--- config.mk ---
export PLATFORM = sky130hd
export DESIGN_NAME = configurable_crc_engine
export DESIGN_NICKNAME = d
export VERILOG_FILES = /design/src/hdl/cce_pkg.sv /design/src/hdl/configurable_crc_engine.sv /design/src/hdl/cce_byte_step.sv
export SDC_FILE = /design/constraint.sdc
export NUM_CORES = 1
export LEC_CHECK = 0
export ABC_AREA = 1
export CAP_MARGIN = 10
export CORE_MARGIN = 3
export CORE_UTILIZATION = 67
export DETAILED_ROUTE_END_ITERATION = 10
export DONT_BUFFER_PORTS = 1
export PLACE_DENSITY = 0.93
export SETUP_SLACK_MARGIN = 0.5
export SLEW_MARGIN = 20
export SYNTH_ARGS = -nofsm -noshare
export SYNTH_HDL_FRONTEND = slang
export SYNTH_HIERARCHICAL = 1
export SYNTH_SLANG_ARGS = --single-unit
--- constraint.sdc ---
create_clock -name clk -period 10.6 [get_ports clk]
set_input_delay 1.06 -clock clk [delete_from_list [all_inputs] [get_ports clk]]
set_output_delay 1.06 -clock clk [all_outputs]
set_load 0.02 [all_outputs]
--- src/hdl/cce_pkg.sv ---
package cce_pkg;

    // width selection codes
    localparam logic [1:0] WIDTH_8  = 2'd0;
    localparam logic [1:0] WIDTH_16 = 2'd1;
    localparam logic [1:0] WIDTH_32 = 2'd2;

    // register indexes on the configuration port
    localparam logic [2:0] REG_WIDTH_MODE     = 3'd0;
    localparam logic [2:0] REG_POLYNOMIAL     = 3'd1;
    localparam logic [2:0] REG_INITIAL_VALUE  = 3'd2;
    localparam logic [2:0] REG_FINAL_XOR      = 3'd3;
    localparam logic [2:0] REG_REFLECT_INPUT  = 3'd4;
    localparam logic [2:0] REG_REFLECT_OUTPUT = 3'd5;

    localparam int ADDR_W = 5;

    // reset values of the configuration registers
    localparam logic [1:0]  RST_WIDTH_MODE    = WIDTH_32;
    localparam logic [31:0] RST_POLYNOMIAL    = 32'h04C1_1DB7;
    localparam logic [31:0] RST_INITIAL_VALUE = 32'hFFFF_FFFF;
    localparam logic [31:0] RST_FINAL_XOR     = 32'hFFFF_FFFF;

    typedef struct packed {
        logic [1:0]  width_mode;
        logic [31:0] polynomial;
        logic [31:0] final_xor;
        logic        reflect_input;
        logic        reflect_output;
    } cfg_t;

endpackage

--- src/hdl/configurable_crc_engine.sv ---
// a closing byte passes through the input register, then the result register, before its checksum is valid
// throughput: one byte per cycle unless stalled; the crc update is one unrolled 8-step combinational shift-xor
// a closing byte is held in the input register only while a finished checksum waits downstream
// reset: async active-low; clears valid flags and message state, loads config reset values
// the running crc has no reset, it is loaded from initial_value at each message start
module configurable_crc_engine (
    input  logic                        clk,
    input  logic                        rst_n,
    // item input channel
    input  logic                        in_valid,
    output logic                        in_stall,
    input  logic [7:0]                  data_byte,
    input  logic                        end_of_message,
    // result channel
    output logic                        out_valid,
    input  logic                        out_stall,
    output logic [31:0]                 checksum,
    // configuration port
    input  logic                        psel,
    input  logic                        penable,
    input  logic                        pwrite,
    input  logic [cce_pkg::ADDR_W-1:0]  paddr,
    input  logic [31:0]                 pwdata,
    output logic [31:0]                 prdata,
    output logic                        pready
);

    // configuration registers
    logic [1:0]    width_mode_reg;
    logic [31:0]   polynomial_reg;
    logic [31:0]   initial_value_reg;
    logic [31:0]   final_xor_reg;
    logic          reflect_input_reg;
    logic          reflect_output_reg;

    logic          cfg_write;
    logic [2:0]    cfg_index;
    cce_pkg::cfg_t cfg;

    // input register
    logic          s1_valid_reg;
    logic          s1_valid_next;
    logic [7:0]    s1_byte_reg;
    logic          s1_eom_reg;

    // message state
    logic [31:0]   running_crc_reg;
    logic          in_message_reg;

    // result register
    logic          out_valid_reg;
    logic          out_valid_next;
    logic [31:0]   checksum_reg;

    logic          in_accept;
    logic          s1_fire;
    logic [31:0]   crc_start;
    logic [31:0]   crc_out;
    logic [31:0]   checksum_comb;

    //------------------------------------------------------------------
    // configuration port: always ready, writes land on the access cycle
    //------------------------------------------------------------------
    assign pready    = 1'b1;
    assign cfg_write = psel && penable && pwrite && pready;
    assign cfg_index = paddr[4:2];

    always_ff @(posedge clk or negedge rst_n)
    begin
        if (!rst_n)
        begin
            width_mode_reg     <= cce_pkg::RST_WIDTH_MODE;
            polynomial_reg     <= cce_pkg::RST_POLYNOMIAL;
            initial_value_reg  <= cce_pkg::RST_INITIAL_VALUE;
            final_xor_reg      <= cce_pkg::RST_FINAL_XOR;
            reflect_input_reg  <= 1'b1;
            reflect_output_reg <= 1'b1;
        end
        else if (cfg_write)
        begin
            case (cfg_index)
                cce_pkg::REG_WIDTH_MODE:     width_mode_reg     <= pwdata[1:0];
                cce_pkg::REG_POLYNOMIAL:     polynomial_reg     <= pwdata;
                cce_pkg::REG_INITIAL_VALUE:  initial_value_reg  <= pwdata;
                cce_pkg::REG_FINAL_XOR:      final_xor_reg      <= pwdata;
                cce_pkg::REG_REFLECT_INPUT:  reflect_input_reg  <= pwdata[0];
                cce_pkg::REG_REFLECT_OUTPUT: reflect_output_reg <= pwdata[0];
                default:                     ;  // unmapped addresses ignore writes
            endcase
        end
    end

    always_comb
    begin
        case (cfg_index)
            cce_pkg::REG_WIDTH_MODE:     prdata = {30'd0, width_mode_reg};
            cce_pkg::REG_POLYNOMIAL:     prdata = polynomial_reg;
            cce_pkg::REG_INITIAL_VALUE:  prdata = initial_value_reg;
            cce_pkg::REG_FINAL_XOR:      prdata = final_xor_reg;
            cce_pkg::REG_REFLECT_INPUT:  prdata = {31'd0, reflect_input_reg};
            cce_pkg::REG_REFLECT_OUTPUT: prdata = {31'd0, reflect_output_reg};
            default:                     prdata = 32'd0;
        endcase
    end

    assign cfg.width_mode     = width_mode_reg;
    assign cfg.polynomial     = polynomial_reg;
    assign cfg.final_xor      = final_xor_reg;
    assign cfg.reflect_input  = reflect_input_reg;
    assign cfg.reflect_output = reflect_output_reg;

    //------------------------------------------------------------------
    // handshake
    // the input register only stalls when it holds a closing byte and
    // the result register is still occupied by an untaken checksum
    //------------------------------------------------------------------
    assign s1_fire   = s1_valid_reg && !(s1_eom_reg && out_valid_reg && out_stall);
    assign in_stall  = s1_valid_reg && !s1_fire;
    assign in_accept = in_valid && !in_stall;

    always_comb
    begin
        s1_valid_next = s1_valid_reg;
        if (in_accept)
        begin
            s1_valid_next = 1'b1;
        end
        else if (s1_fire)
        begin
            s1_valid_next = 1'b0;
        end
    end

    always_ff @(posedge clk or negedge rst_n)
    begin
        if (!rst_n)
        begin
            s1_valid_reg <= 1'b0;
        end
        else
        begin
            s1_valid_reg <= s1_valid_next;
        end
    end

    // payload of the input register, no reset needed
    always_ff @(posedge clk)
    begin
        if (in_accept)
        begin
            s1_byte_reg <= data_byte;
            s1_eom_reg  <= end_of_message;
        end
    end

    //------------------------------------------------------------------
    // crc update: a new message starts from initial_value
    //------------------------------------------------------------------
    assign crc_start = in_message_reg ? running_crc_reg : initial_value_reg;

    cce_byte_step u_step (
        .cfg       (cfg),
        .crc_in    (crc_start),
        .data_byte (s1_byte_reg),
        .crc_out   (crc_out),
        .checksum  (checksum_comb)
    );

    always_ff @(posedge clk or negedge rst_n)
    begin
        if (!rst_n)
        begin
            in_message_reg <= 1'b0;
        end
        else if (s1_fire)
        begin
            in_message_reg <= !s1_eom_reg;
        end
    end

    always_ff @(posedge clk)
    begin
        if (s1_fire)
        begin
            running_crc_reg <= crc_out;
        end
    end

    //------------------------------------------------------------------
    // result register
    //------------------------------------------------------------------
    always_comb
    begin
        out_valid_next = out_valid_reg;
        if (s1_fire && s1_eom_reg)
        begin
            out_valid_next = 1'b1;
        end
        else if (out_valid_reg && !out_stall)
        begin
            out_valid_next = 1'b0;
        end
    end

    always_ff @(posedge clk or negedge rst_n)
    begin
        if (!rst_n)
        begin
            out_valid_reg <= 1'b0;
        end
        else
        begin
            out_valid_reg <= out_valid_next;
        end
    end

    always_ff @(posedge clk)
    begin
        if (s1_fire && s1_eom_reg)
        begin
            checksum_reg <= checksum_comb;
        end
    end

    assign out_valid = out_valid_reg;
    assign checksum  = checksum_reg;

    //------------------------------------------------------------------
    // assertions
    //------------------------------------------------------------------
    // a closing byte ends the message
    a_eom_closes: assert property (@(posedge clk) disable iff (!rst_n)
        s1_fire && s1_eom_reg |=> !in_message_reg)
        else $error("message still open after closing byte");

    // a non-closing byte leaves a message open
    a_byte_opens: assert property (@(posedge clk) disable iff (!rst_n)
        s1_fire && !s1_eom_reg |=> in_message_reg)
        else $error("message not open after data byte");

    // a closing byte never overwrites a checksum that is still held
    a_no_overwrite: assert property (@(posedge clk) disable iff (!rst_n)
        out_valid_reg && out_stall |=> out_valid_reg && $stable(checksum_reg))
        else $error("held checksum lost or changed");

    // an 8-bit checksum is zero-extended
    a_zero_ext8: assert property (@(posedge clk) disable iff (!rst_n)
        out_valid_reg && (width_mode_reg == cce_pkg::WIDTH_8) |-> checksum_reg[31:8] == 24'd0)
        else $error("8-bit checksum not zero-extended");

endmodule

--- src/hdl/cce_byte_step.sv ---
module cce_byte_step (
    input  cce_pkg::cfg_t cfg,
    input  logic [31:0]   crc_in,
    input  logic [7:0]    data_byte,
    output logic [31:0]   crc_out,
    output logic [31:0]   checksum
);

    logic [31:0] mask;
    logic [31:0] poly;
    logic [7:0]  byte_in;
    logic [31:0] crc_step [0:8];
    logic [31:0] crc_rev;
    logic        msb;

    always_comb
    begin
        case (cfg.width_mode)
            cce_pkg::WIDTH_8:  mask = 32'h0000_00FF;
            cce_pkg::WIDTH_16: mask = 32'h0000_FFFF;
            default:           mask = 32'hFFFF_FFFF;
        endcase
    end

    assign poly = cfg.polynomial & mask;

    always_comb
    begin
        for (int i = 0; i < 8; i++)
        begin
            byte_in[i] = cfg.reflect_input ? data_byte[7 - i] : data_byte[i];
        end
    end

    // byte goes into the top byte of the register at the selected width,
    // then eight msb-first shift steps
    always_comb
    begin
        case (cfg.width_mode)
            cce_pkg::WIDTH_8:  crc_step[0] = (crc_in & mask) ^ {24'd0, byte_in};
            cce_pkg::WIDTH_16: crc_step[0] = (crc_in & mask) ^ {16'd0, byte_in, 8'd0};
            default:           crc_step[0] = (crc_in & mask) ^ {byte_in, 24'd0};
        endcase
        msb = 1'b0;
        for (int s = 0; s < 8; s++)
        begin
            case (cfg.width_mode)
                cce_pkg::WIDTH_8:  msb = crc_step[s][7];
                cce_pkg::WIDTH_16: msb = crc_step[s][15];
                default:           msb = crc_step[s][31];
            endcase
            crc_step[s + 1] = ({crc_step[s][30:0], 1'b0} ^ (msb ? poly : 32'd0)) & mask;
        end
    end

    assign crc_out = crc_step[8];

    // output reflection over the selected width
    always_comb
    begin
        crc_rev = 32'd0;
        case (cfg.width_mode)
            cce_pkg::WIDTH_8:
            begin
                for (int i = 0; i < 8; i++)
                begin
                    crc_rev[i] = crc_out[7 - i];
                end
            end
            cce_pkg::WIDTH_16:
            begin
                for (int i = 0; i < 16; i++)
                begin
                    crc_rev[i] = crc_out[15 - i];
                end
            end
            default:
            begin
                for (int i = 0; i < 32; i++)
                begin
                    crc_rev[i] = crc_out[31 - i];
                end
            end
        endcase
    end

    assign checksum = ((cfg.reflect_output ? crc_rev : crc_out) ^ cfg.final_xor) & mask;

endmodule
After elaboration in Yosys (flattened, before gate mapping)
Index checks and enable logic that the tools add are counted.
{"block": "classes", "bitwise": 23, "reduce_logical": 25, "n_eq_ne": 6, "muxes": 36}
{"operator": "$and A32 B32 Y32", "n": 11}
{"operator": "$mux W32", "n": 10}
{"operator": "$xor A32 B32 Y32", "n": 10}
{"operator": "$pmux W32 S6", "n": 1}
{"operator": "$pmux W32 S2", "n": 2}
{"operator": "$pmux W8 S2", "n": 2}
{"operator": "$xor A32 B16 Y32", "n": 1}
{"operator": "$xor A32 B8 Y32", "n": 1}
{"operator": "$mux W16", "n": 1}
{"operator": "$pmux W1 S2", "n": 8}
{"operator": "$mux W1", "n": 12}
{"operator": "$reduce_and A2 Y1", "n": 6}
{"operator": "$logic_and A1 B1 Y1", "n": 9}
{"operator": "$eq A3 B2 Y1 const B", "n": 2}
{"operator": "$eq A3 B3 Y1 const B", "n": 2}
{"operator": "$logic_not A1 Y1", "n": 5}
{"operator": "$reduce_bool A2 Y1", "n": 2}
{"operator": "$eq A3 B1 Y1 const B", "n": 1}
{"operator": "$logic_not A3 Y1", "n": 1}
{"operator": "$eq A2 B1 Y1 const B", "n": 1}
{"operator": "$logic_not A2 Y1", "n": 1}
{"operator": "$reduce_or A2 Y1", "n": 1}
{"block": "word_totals", "wordCells": 103, "in_bits": 53, "output_inout_bits": 67, "regBits": 176}

Longest topological paths before layout
Gate-level depths: netlist of the first run.
{"block": "depth", "word_depth": 41, "mapped_depth": 45}

Modules after synthesis
Netlist of the first run, hierarchy kept.
{"mod": "configurable_crc_engine", "n_inst": 1, "area_each_um2": 7259.5, "cells_per_inst": 682, "seq_area_each_um2": 4870.9}
{"mod": "cce_byte_step", "n_inst": 1, "area_each_um2": 7160.6, "cells_per_inst": 1308, "seq_area_each_um2": 0.0}

Worst setup path after synthesis of the first run
Ideal clock, no wire load.
{"block": "synth_path", "path_kind": "reg2reg", "start": "register in_message_reg", "end": "register checksum_reg[14] (netlist: checksum[14]) (data pin)", "period_less_slack_ns": 4.844, "slack_ns": 5.756, "setup_time_ns": 0.255, "path_buffers": 3, "path_stages_with_launch": 35, "required_time_ns": 10.345, "t_arrival_ns": 4.590, "cell_sequence": "dfrtp_1 > clkbuf_1 > buf_2 > mux2_2 > inv_1 > nand3_1 > nand3_1 > nand3_2 > nand2_2 > inv_4 > nand2_2 > xor2_1 > nand2_1 > nand3_2 > nand3_2 > o21ai_2 > nand3_2 > a21oi_4 > nand3_2 > o21ai_4 > nand3_2 > or2_1 > nand3_4 > nand2_2 > inv_2 > nand3_1 > nand2_1 > nand3_4 > buf_6 > nand4_2 > nand2_2 > o21ai_1 > nand3_1 > nand2_1 > nor2_1"}
{"block": "synth_between", "elab_chain_len": 40}
{"element": "from (decl)", "line_no": "configurable_crc_engine.sv:48", "source": "logic in_message_reg;"}
{"element": "from (signal assigned)", "line_no": "configurable_crc_engine.sv:177", "source": "in_message_reg <= !s1_eom_reg;"}
{"element": "$mux W32 (*)", "line_no": "configurable_crc_engine.sv:159", "source": "assign crc_start = in_message_reg ? running_crc_reg : initial_value_reg;"}
{"element": "named net crc_start[7]", "line_no": "configurable_crc_engine.sv:57", "source": "logic [31:0] crc_start;"}
{"element": "$and A32 B32 Y32 (*)", "line_no": "cce_byte_step.sv:40, cce_byte_step.sv:41, cce_byte_step.sv:42"}
{"element": "$xor A32 B32 Y32, or another cell as far along", "line_no": "cce_byte_step.sv:42", "source": "default: crc_step[0] = (crc_in & mask) ^ {byte_in, 24'd0};"}
{"element": "$pmux W32 S2 (*)", "line_no": "cce_byte_step.sv:39", "source": "case (cfg.width_mode)"}
{"element": "$pmux W1 S2 (*)", "line_no": "cce_byte_step.sv:47", "source": "case (cfg.width_mode)"}
{"element": "$mux W32 (*)", "line_no": "cce_byte_step.sv:52", "source": "crc_step[s + 1] = ({crc_step[s][30:0], 1'b0} ^ (msb ? poly : 32'd0)) & mask;"}
{"element": "$xor A32 B32 Y32 (*)", "line_no": "cce_byte_step.sv:52"}
{"element": "[... 26 more ...]"}
{"element": "$mux W32", "line_no": "cce_byte_step.sv:52"}
{"element": "$xor A32 B32 Y32 (*)", "line_no": "cce_byte_step.sv:52"}
{"element": "$and A32 B32 Y32 (*)", "line_no": "cce_byte_step.sv:52"}
{"element": "$pmux W8 S2", "line_no": "cce_byte_step.sv:62", "source": "case (cfg.width_mode)"}
{"element": "$mux W32 (*)", "line_no": "cce_byte_step.sv:87", "source": "assign checksum = ((cfg.reflect_output ? crc_rev : crc_out) ^ cfg.final_xor) & mask;"}
{"element": "$xor A32 B32 Y32 (*)", "line_no": "cce_byte_step.sv:87"}
{"element": "$and A32 B32 Y32 (*)", "line_no": "cce_byte_step.sv:87"}
{"element": "named net checksum_comb[14]", "line_no": "configurable_crc_engine.sv:59", "source": "logic [31:0] checksum_comb;"}
{"element": "to (signal assigned)", "line_no": "configurable_crc_engine.sv:221", "source": "checksum_reg <= checksum_comb;"}
{"element": "to (decl)", "line_no": "configurable_crc_engine.sv:53", "source": "logic [31:0] checksum_reg;"}
Mark *: on every way through the listed nets, which the timed path passes. The rest lies on a longest branch.
A chain may end at the register's enable or synchronous reset.

Final worst setup path of the first run
{"block": "layout_path", "start": "register width_mode_reg[1]", "end": "register checksum_reg[29] (netlist: checksum[29]) (data pin)"}
{"block": "layout_between", "elab_chain_len": 41}
{"element": "from (decl)", "line_no": "configurable_crc_engine.sv:29", "source": "logic [1:0] width_mode_reg;"}
{"element": "from (signal assigned)", "line_no": "configurable_crc_engine.sv:72", "source": "width_mode_reg <= cce_pkg::RST_WIDTH_MODE;"}
{"element": "from (signal assigned)", "line_no": "configurable_crc_engine.sv:82", "source": "cce_pkg::REG_WIDTH_MODE: width_mode_reg <= pwdata[1:0];"}
{"element": "$eq A2 B1 Y1 or $logic_not A2 Y1 (tied branches)", "line_no": "cce_byte_step.sv:18, cce_byte_step.sv:39, cce_byte_step.sv:47"}
{"element": "$pmux W32 S2", "line_no": "cce_byte_step.sv:18", "source": "case (cfg.width_mode)"}
{"element": "$and A32 B32 Y32", "line_no": "cce_byte_step.sv:40, cce_byte_step.sv:41, cce_byte_step.sv:42"}
{"element": "$xor A32 B32 Y32, or another cell as far along", "line_no": "cce_byte_step.sv:42"}
{"element": "$pmux W32 S2", "line_no": "cce_byte_step.sv:39"}
{"element": "$pmux W1 S2", "line_no": "cce_byte_step.sv:47"}
{"element": "$mux W32", "line_no": "cce_byte_step.sv:52"}
{"element": "$xor A32 B32 Y32", "line_no": "cce_byte_step.sv:52"}
{"element": "[... 27 more ...]"}
{"element": "$xor A32 B32 Y32 (*)", "line_no": "cce_byte_step.sv:52"}
{"element": "$and A32 B32 Y32 (*)", "line_no": "cce_byte_step.sv:52"}
{"element": "named net crc_out[2]", "line_no": "configurable_crc_engine.sv:58", "source": "logic [31:0] crc_out;"}
{"element": "$mux W16 (*)", "line_no": "cce_byte_step.sv:62"}
{"element": "$mux W32 (*)", "line_no": "cce_byte_step.sv:87"}
{"element": "$xor A32 B32 Y32 (*)", "line_no": "cce_byte_step.sv:87"}
{"element": "$and A32 B32 Y32 (*)", "line_no": "cce_byte_step.sv:87"}
{"element": "named net checksum_comb[29]", "line_no": "configurable_crc_engine.sv:59"}
Marks and branches as above.

==> results.txt, run 1 <==
- Post-CTS repair changed the size of 0 cells.
- Relative to the synthesized area, the layout overhead comes to 4.16%.
- The floorplan has 53 rows.
- Main synth FF type: sky130_fd_sc_hd__dfstp_2
* Count of warnings emitted by yosys: 6
- Post-synth EDFFs: 73
- For this block, the routed nets add up to 46600 um of wire.
* Met1 Track Usage GR: 53.8%
- Using the TritonRoute via totals, the vias-per-cell ratio works out to 6.22.
- By instance count, the cell type seen most on the critical path is sky130_fd_sc_hd__nand2_1.
- Global route hottest layer: met2
- Crit end category: flop
* Length of the first detailed-routing pass in iterations: 7
* Util after Layout: 71.2%
* Final Instance Area: 0.0150 mm2
- Setup CP Type: reg -> reg
- Unrepaired setup endpoints after global routing: no
- Avg WL per Cell: 21.0 um
* HPWL after DPL: 32200 um
- Global routing finished with a remaining overflow of 0.
* Die Area: 0.0233 mm2
- Number of buffers inserted by hold repair at cts: 0
- The initial antenna violation count was 0.
- In the routed design, unresolved DRC markers number 0.
- Number of violations reported at the end of detailed-routing iteration 0: 2021
- Startpoint kind of the worst setup timing path: flop
- Max Clk Rate: 0.121 GHz
* Skew-Pair Late Insertion Delay: 0.44 ns
* Post-route worst hold slack: 0.320 ns
- Power density over cell area: 293 mW/mm2
- The clock arrives with 0.0169 ns of skew.
- VDD sags by at most 154 uV.
- The count of pins over their slew limit was 0.
- Clock tree synthesis found a total of 176 sinks.
* Core box area: 0.0211 mm2
- Endpoints failing hold: 0
- In the global route stage, met2 resource usage came out at 58.8%.
- Once the clock tree was built, the setup fixing pass inserted 0 buffers.
- Max-cap violations in this run came to 0.
* Data arrival time of the critical path: 8.48 ns
- Number of non-filler instances in the completed layout: 2222
- The flow ran to the end, and the final reports show no timing, DRC or antenna violations.
- Slew headroom: 34.9%
* Weighted congestion at the end of routability-driven global placement: 1.01
- Via Count: 13812
* Number of setup violations in the final report: 0
* Via count of the first global-routing pass: 12801
* Floorplan die width: 153 um
- Entering global routing, the biggest net connects 104 pins.
- Of all nets on the critical path, the largest fanout is 54.
- The synthesized netlist occupies a cell area of 0.0144 mm2.
- CTS buffer count: 17
- In this run the vertical extent of the chip is 153 um.
- Number of primary I/O pins: 120
* Leakage: 6.81 nW
- Synthesis produced 1990 cells.
- Required time of the critical path: 10.80 ns
- Clock slew at reported path FFs: 0.08 ns
- In the final timing run, aggregate negative setup slack is 0 ns.
* Share of post-route cells with drive strength above 1: 14.5%
- Type of the worst min-delay path: in -> async
- Post-layout minimum cycle time: 8.28 ns
* Grt met3 use: 10.2%
- Fraction of registers with async set/reset: 58.5%
- The number of antenna diodes in the final layout is 0.
* Portion of the clock cycle consumed by the worst path in the final layout: 78.1%
* Initial Utilization: 68.4%
* Synthesized net count: 2043
* Post-Place Cells: 2190
* Sequential cell area fraction in the yosys report: 33.8%
- Cell area after placement: 0.0144 mm2
- The count of nets left with antenna violations once routing finished came out at 0.
- Max clock buf depth: 2
- Across every metal layer, demand over resource in global routing totals 39.1%.
* H-tree level count: 4
* Root buffer selected by CTS: sky130_fd_sc_hd__clkbuf_16
- Worst Tran Pin Value: 0.967 ns
* Critical-path cell with the highest stage delay: sky130_fd_sc_hd__dfstp_4
* #FFs+latches synth: 176
- I/O Buffers: 0
* Count of cell types in the netlist: 51
- Dividing the synthesized area by the synthesized cell count gives 7.25 um2.
- On the worst path, the slowest cell contributes a delay of 1.05 ns.
* Wire length of the first global-routing pass: 72000 um
* TritonCTS clock tree: yes
- Number of nets in the finished design: 1987
==> cells by family after synthesis <==
kind of cell	Yosys count	synth area share (%)
xor+xnor	223	13.8
mux	32	2.50
buf+inv	297	8.62
simple gates	1085	34.5
flops	176	33.8
compound gates	176	6.79
other cells	1	0.0260
==> stage by stage <==
stage	total power [mW]	setup WS, ns
after floorplan	3.06	5.76
after CTS	4.30	2.67
after detailed placement	3.64	2.69
after global placement	3.58	2.83
after global routing	4.65	1.99
final	4.40	2.32
==> area by class of cell <==
cell class,count,area (um2)
multi-input cells,1517,8310
fillers,1616,6070
flip-flops and latches,176,4870
inverters,209,801
clock buffers,18,439
well taps,275,344
clock inverters,14,149
repair buffers,13,97.6
==> layer usage <==
layer	share of wire (%)	vias up	routed length, um
li1	-	6236	-
met1	39	6441	18000
met2	44	982	20400
met3	13	153	6090
met4	4.5	0	2090
met5	0	-	0
==> cells in the final DEF (no fill, tap or decap), drive strengths merged, types with 13 or more instances in the layout <==
cell type	netlist	final
dfrtp	22	22
mux2	32	32
a21oi	39	39
o21ai	121	121
buf	54	13
xnor2	70	70
nand3	223	223
clkbuf	34	18
nand4	39	39
inv	205	210
nor2	116	116
dfstp	81	81
xor2	153	153
and2	17	17
nand2	664	664
edfxtp	73	73
==> path summary, 6_finish.rpt <==
path                       slack (ns)  cells past startpoint                     startpoint                       endpoint
setup / recovery                 2.32                     35  width_mode_reg[1]$_DFFE_PN1P_         checksum[29]$_DFFE_PP_
hold / removal                   0.32                      0                          rst_n  polynomial_reg[6]$_DFFE_PN0P_
setup reg to reg                 2.32                     35  width_mode_reg[1]$_DFFE_PN1P_         checksum[29]$_DFFE_PP_
hold reg to reg                  0.48                      2  final_xor_reg[21]$_DFFE_PN1P_  final_xor_reg[21]$_DFFE_PN1P_
max in group asynchronous        9.97                      0                          rst_n  final_xor_reg[28]$_DFFE_PN1P_
min in group clk                 0.48                      2  final_xor_reg[21]$_DFFE_PN1P_  final_xor_reg[21]$_DFFE_PN1P_
==> Yosys cell counts (2+ instances only) <==
cell type,n,area (um2)
sky130_fd_sc_hd__nand2_1,648,2430
sky130_fd_sc_hd__nand3_1,185,926
sky130_fd_sc_hd__inv_1,177,664
sky130_fd_sc_hd__xor2_1,150,1310
sky130_fd_sc_hd__nor2_1,109,409
sky130_fd_sc_hd__dfstp_2,81,2130
sky130_fd_sc_hd__edfxtp_1,73,2190
sky130_fd_sc_hd__o21ai_0,73,365
sky130_fd_sc_hd__xnor2_1,69,604
sky130_fd_sc_hd__o21ai_1,40,200
sky130_fd_sc_hd__a21oi_1,38,190
sky130_fd_sc_hd__clkbuf_1,34,128
sky130_fd_sc_hd__nand3_2,34,340
sky130_fd_sc_hd__buf_2,32,160
sky130_fd_sc_hd__mux2_2,32,360
sky130_fd_sc_hd__nand4_1,32,200
sky130_fd_sc_hd__inv_2,23,86.3
sky130_fd_sc_hd__dfrtp_1,22,551
sky130_fd_sc_hd__and2_1,15,93.8
sky130_fd_sc_hd__nand3b_1,12,90.1
sky130_fd_sc_hd__buf_1,11,41.3
sky130_fd_sc_hd__nand2_2,10,62.6
sky130_fd_sc_hd__or2_2,9,56.3
sky130_fd_sc_hd__buf_6,8,90.1
sky130_fd_sc_hd__nand4_2,7,87.6
sky130_fd_sc_hd__o21ai_2,7,61.3
sky130_fd_sc_hd__o32ai_1,7,61.3
sky130_fd_sc_hd__nand2_4,5,56.3
sky130_fd_sc_hd__inv_4,4,25.0
sky130_fd_sc_hd__nand3_4,4,70.1
sky130_fd_sc_hd__nor2_2,4,25.0
sky130_fd_sc_hd__o21a_1,4,30.0
sky130_fd_sc_hd__a21o_1,3,22.5
sky130_fd_sc_hd__buf_4,3,22.5
sky130_fd_sc_hd__clkinv_1,3,11.3
sky130_fd_sc_hd__xor2_2,3,48.8
sky130_fd_sc_hd__and2_4,2,17.5
sky130_fd_sc_hd__nor2_4,2,22.5
sky130_fd_sc_hd__nor3_4,2,32.5
sky130_fd_sc_hd__or2_1,2,12.5
==> worst max-delay path: cells and delay by family, from the launching register on <==
kind | cells | cell delay, ns
buffers and inverters | 8 | 1.95
XOR/XNOR | 3 | 0.55
flip-flops | 1 | 1.05
AND/OR/NAND/NOR | 24 | 4.37
==> power by group <==
part	total, mW	switching [mW]	internal [mW]	leakage, nW
combinational	2.62	1.81	0.816	4.68
sequential	1.14	0.180	0.962	1.84
clock	0.639	0.318	0.321	0.286
total	4.40	2.30	2.10	6.81
Note: power is estimated with default switching activity, not from simulation.
==> run 2: changes to the inputs <==
- CORE_UTILIZATION: 67 -> 59
- PLACE_DENSITY: 0.93 -> 0.88
- clock period: 10.6 -> 6.6 ns (I/O delays scaled with it)
==> results.txt, run 2 (same netlist as run 1, synthesis figures left out) <==
* CTS buffer count: 17 (unchanged)
- The final critical-path share of the clock period is 87.2% (+9.1 points).
- The combined global-route utilization of all metal layers is 35.1% (-4.0 points).
* Pin count of the biggest net entering global routing: 83 (-20%)
- The slowest stage of the critical path belongs to the cell sky130_fd_sc_hd__dfrtp_2.
* Power density over cell area: 470 mW/mm2 (+60%)
- Max Clk Rate: 0.174 GHz (+44%)
* Total number of placement rows: 56 (+5.7%)
- Util after Layout: 65.0% (-6.2 points)
- The number of antenna diodes was 0 (unchanged).
- The worst endpoint required time came to 6.79 ns (-4.01 ns).
* Max clock buf depth: 2 (unchanged)
* Core box area: 0.0238 mm2 (+13%)
- The wire length of the first global-routing pass was 71600 um (-0.55%).
- Vias per cell: 5.94 (-4.4%)
- H-tree level count: 4 (unchanged)
- The post-detailed-route DRC marker count was 0 (unchanged).
* Count of antenna-violating nets left after detailed routing: 0 (unchanged)
- The peak supply drop was 229 uV (+49%).
* Via Count: 13652 (-1.2%)
- The number of cells on the worst reg-to-reg path came to 33 (-5.7%).
- The post-layout instance count excluding filler cells came to 2298 (+3.4%).
* Die Area: 0.0264 mm2 (+13%)
- Avg WL per Cell: 20.3 um (-3.2%)
- The worst setup path is captured at a flop.
* Root buffer selected by CTS: sky130_fd_sc_hd__clkbuf_16
* Endpoints failing hold: 0 (unchanged)
* Most common cell after layout, fill and taps aside: sky130_fd_sc_hd__nand2_1
- The routability congestion estimate is 1.02 (+0.79%).
- TritonCTS clock tree: yes
* Number of nets in the finished design: 2019 (+1.6%)
- Following the worst setup path forward leads to its endpoint at checksum[7]$_DFFE_PP_.
* I/O Buffers: 0 (unchanged)
- In this run the critical register-to-register path is launched from in_message_reg$_DFFE_PN0P_.
- In this run the worst setup path begins at in_message_reg$_DFFE_PN0P_.
- Max-cap violations: 0 (unchanged)
* Startpoint kind of the worst setup timing path: flop
* Clock slew at reported path FFs: 0.09 ns (about the same)
* Clk sinks: 176 (unchanged)
- Among the stages of the critical path, the cell type that occurs most often is sky130_fd_sc_hd__nand2_1.
- Setup tns final: 0 ns (unchanged)
- The worst reg-to-reg setup slack was 0.84 ns (-1.48 ns).
- The highest fanout seen on the critical path came to 19 (-65%).
* Post-layout minimum cycle time: 5.76 ns (-2.52 ns)
* Number of setup violations in the final report: 0 (unchanged)
- Slew headroom: 34.1% (-0.76 points)
* Worst Tran Pin Value: 0.988 ns (+0.0216 ns)
* Number of primary I/O pins: 120 (unchanged)
- Relative to the synthesized area, the layout overhead comes to 7.07%.
- Setup CP Type: reg -> reg
- The maximum single-stage delay on the critical path is 0.51 ns (-0.54 ns).
* Most frequent cells in the layout: sky130_fd_sc_hd__nand2_1, sky130_fd_sc_hd__nand3_1, sky130_fd_sc_hd__inv_1
* Length of the first detailed-routing pass in iterations: 7 (unchanged)
- Antenna violations before repair: 0 (unchanged)
- The run finished with clean final reports.
* Aggregate routed wire length: 46700 um (+0.11%)
- Die extent in y: 162 um (+6.3%)
- Initial Utilization: 60.7% (-7.7 points)
- The via count of the first global-routing pass was 12553 (-1.9%).
- Crit Reg-Reg Endpoint: checksum[7]$_DFFE_PP_
- Total congestion overflow after global routing: 0 (unchanged)
- Type of the worst min-delay path: in -> async
- Share of post-route cells with drive strength above 1: 16.5% (+1.9 points)
- Post-Place Cells: 2251 (+2.8%)
- Data arrival time of the critical path: 5.95 ns (-2.53 ns)
- Skew-Pair Late Insertion Delay: 0.44 ns (about the same)
* Worst clock skew: 0.0182 ns (+0.00126 ns)
* Unrepaired setup endpoints after global routing: no
- The half-perimeter wire length after detailed placement was 33400 um (+3.6%).
- The horizontal extent of the die came to 162 um (+6.3%).
- The detailed router's first-iteration violation count is 1868 (-7.6%).
- Number of pins exceeding their max-slew limit in the final report: 0 (unchanged)
- Leakage: 6.99 nW (+2.7%)
==> run 2: area by class of cell <==
cell class	instances	area, um2
flip-flops and latches	176	4880
fillers	1941	8310
repair buffers	45	370
inverters	209	820
well taps	319	399
multi-input cells	1517	8380
clock inverters	14	163
clock buffers	18	429
==> run 2: per-stage QoR <==
stage               power, mW  worst slack, ns  cell area (um2)  hold WS [ns]
global route             7.65            0.527            15400        0.0357
finish                   7.25            0.843            15400        0.0562
floorplan                4.92             1.76            14400         0.364
detailed placement       5.91            0.401            14600         0.368
global placement         5.82            0.494            14600         0.367
CTS                      6.97            0.505            15200        0.0409
==> run 2: worst min-delay path by stage <==
stage / start / to / slack [ns] / depth (start not counted)
after floorplan: rst_n / in_message_reg$_DFFE_PN0P_ / 0.36 / 0
after global placement: rst_n / polynomial_reg[24]$_DFFE_PN0P_ / 0.37 / 0
after detailed placement: rst_n / polynomial_reg[24]$_DFFE_PN0P_ / 0.37 / 0
after CTS: rst_n / polynomial_reg[28]$_DFFE_PN0P_ / 0.04 / 1
after global routing: rst_n / polynomial_reg[23]$_DFFE_PN1P_ / 0.04 / 0
final: rst_n / initial_value_reg[23]$_DFFE_PN1P_ / 0.06 / 0
==> run 2: metal layers <==
layer	vias to the layer above	routed length [um]	GRT usage [%]
met5	-	0	0
met4	0	1870	13.5
met3	119	5690	6.41
met2	944	20600	54.1
met1	6274	18500	49.3
li1	6315	-	-
==> run 2: power by group <==
group          internal [mW]  total [mW]  switching (mW)  leakage, nW
registers               1.54        1.79           0.250         1.84
clock network          0.512        1.03           0.519        0.288
logic                   1.45        4.43            2.97         4.86
==> run 2: repair_timing <==
item	4_1_cts	5_1_grt
endpoints found under the hold margin	22	0
endpoints found under the setup margin	21	49
hold buffers	1	0
buffers inserted	0	14
pin swaps	0	5
resized for setup	4	28
==> run 2: worst max-delay path, delay by kind of cell (launching register included) <==
family,cells,cell delay (ns)
mux,1,0.43
flops,1,0.51
buf+inv,7,1.21
xor+xnor,5,1.01
compound gates,2,0.29
simple gates,18,2.03
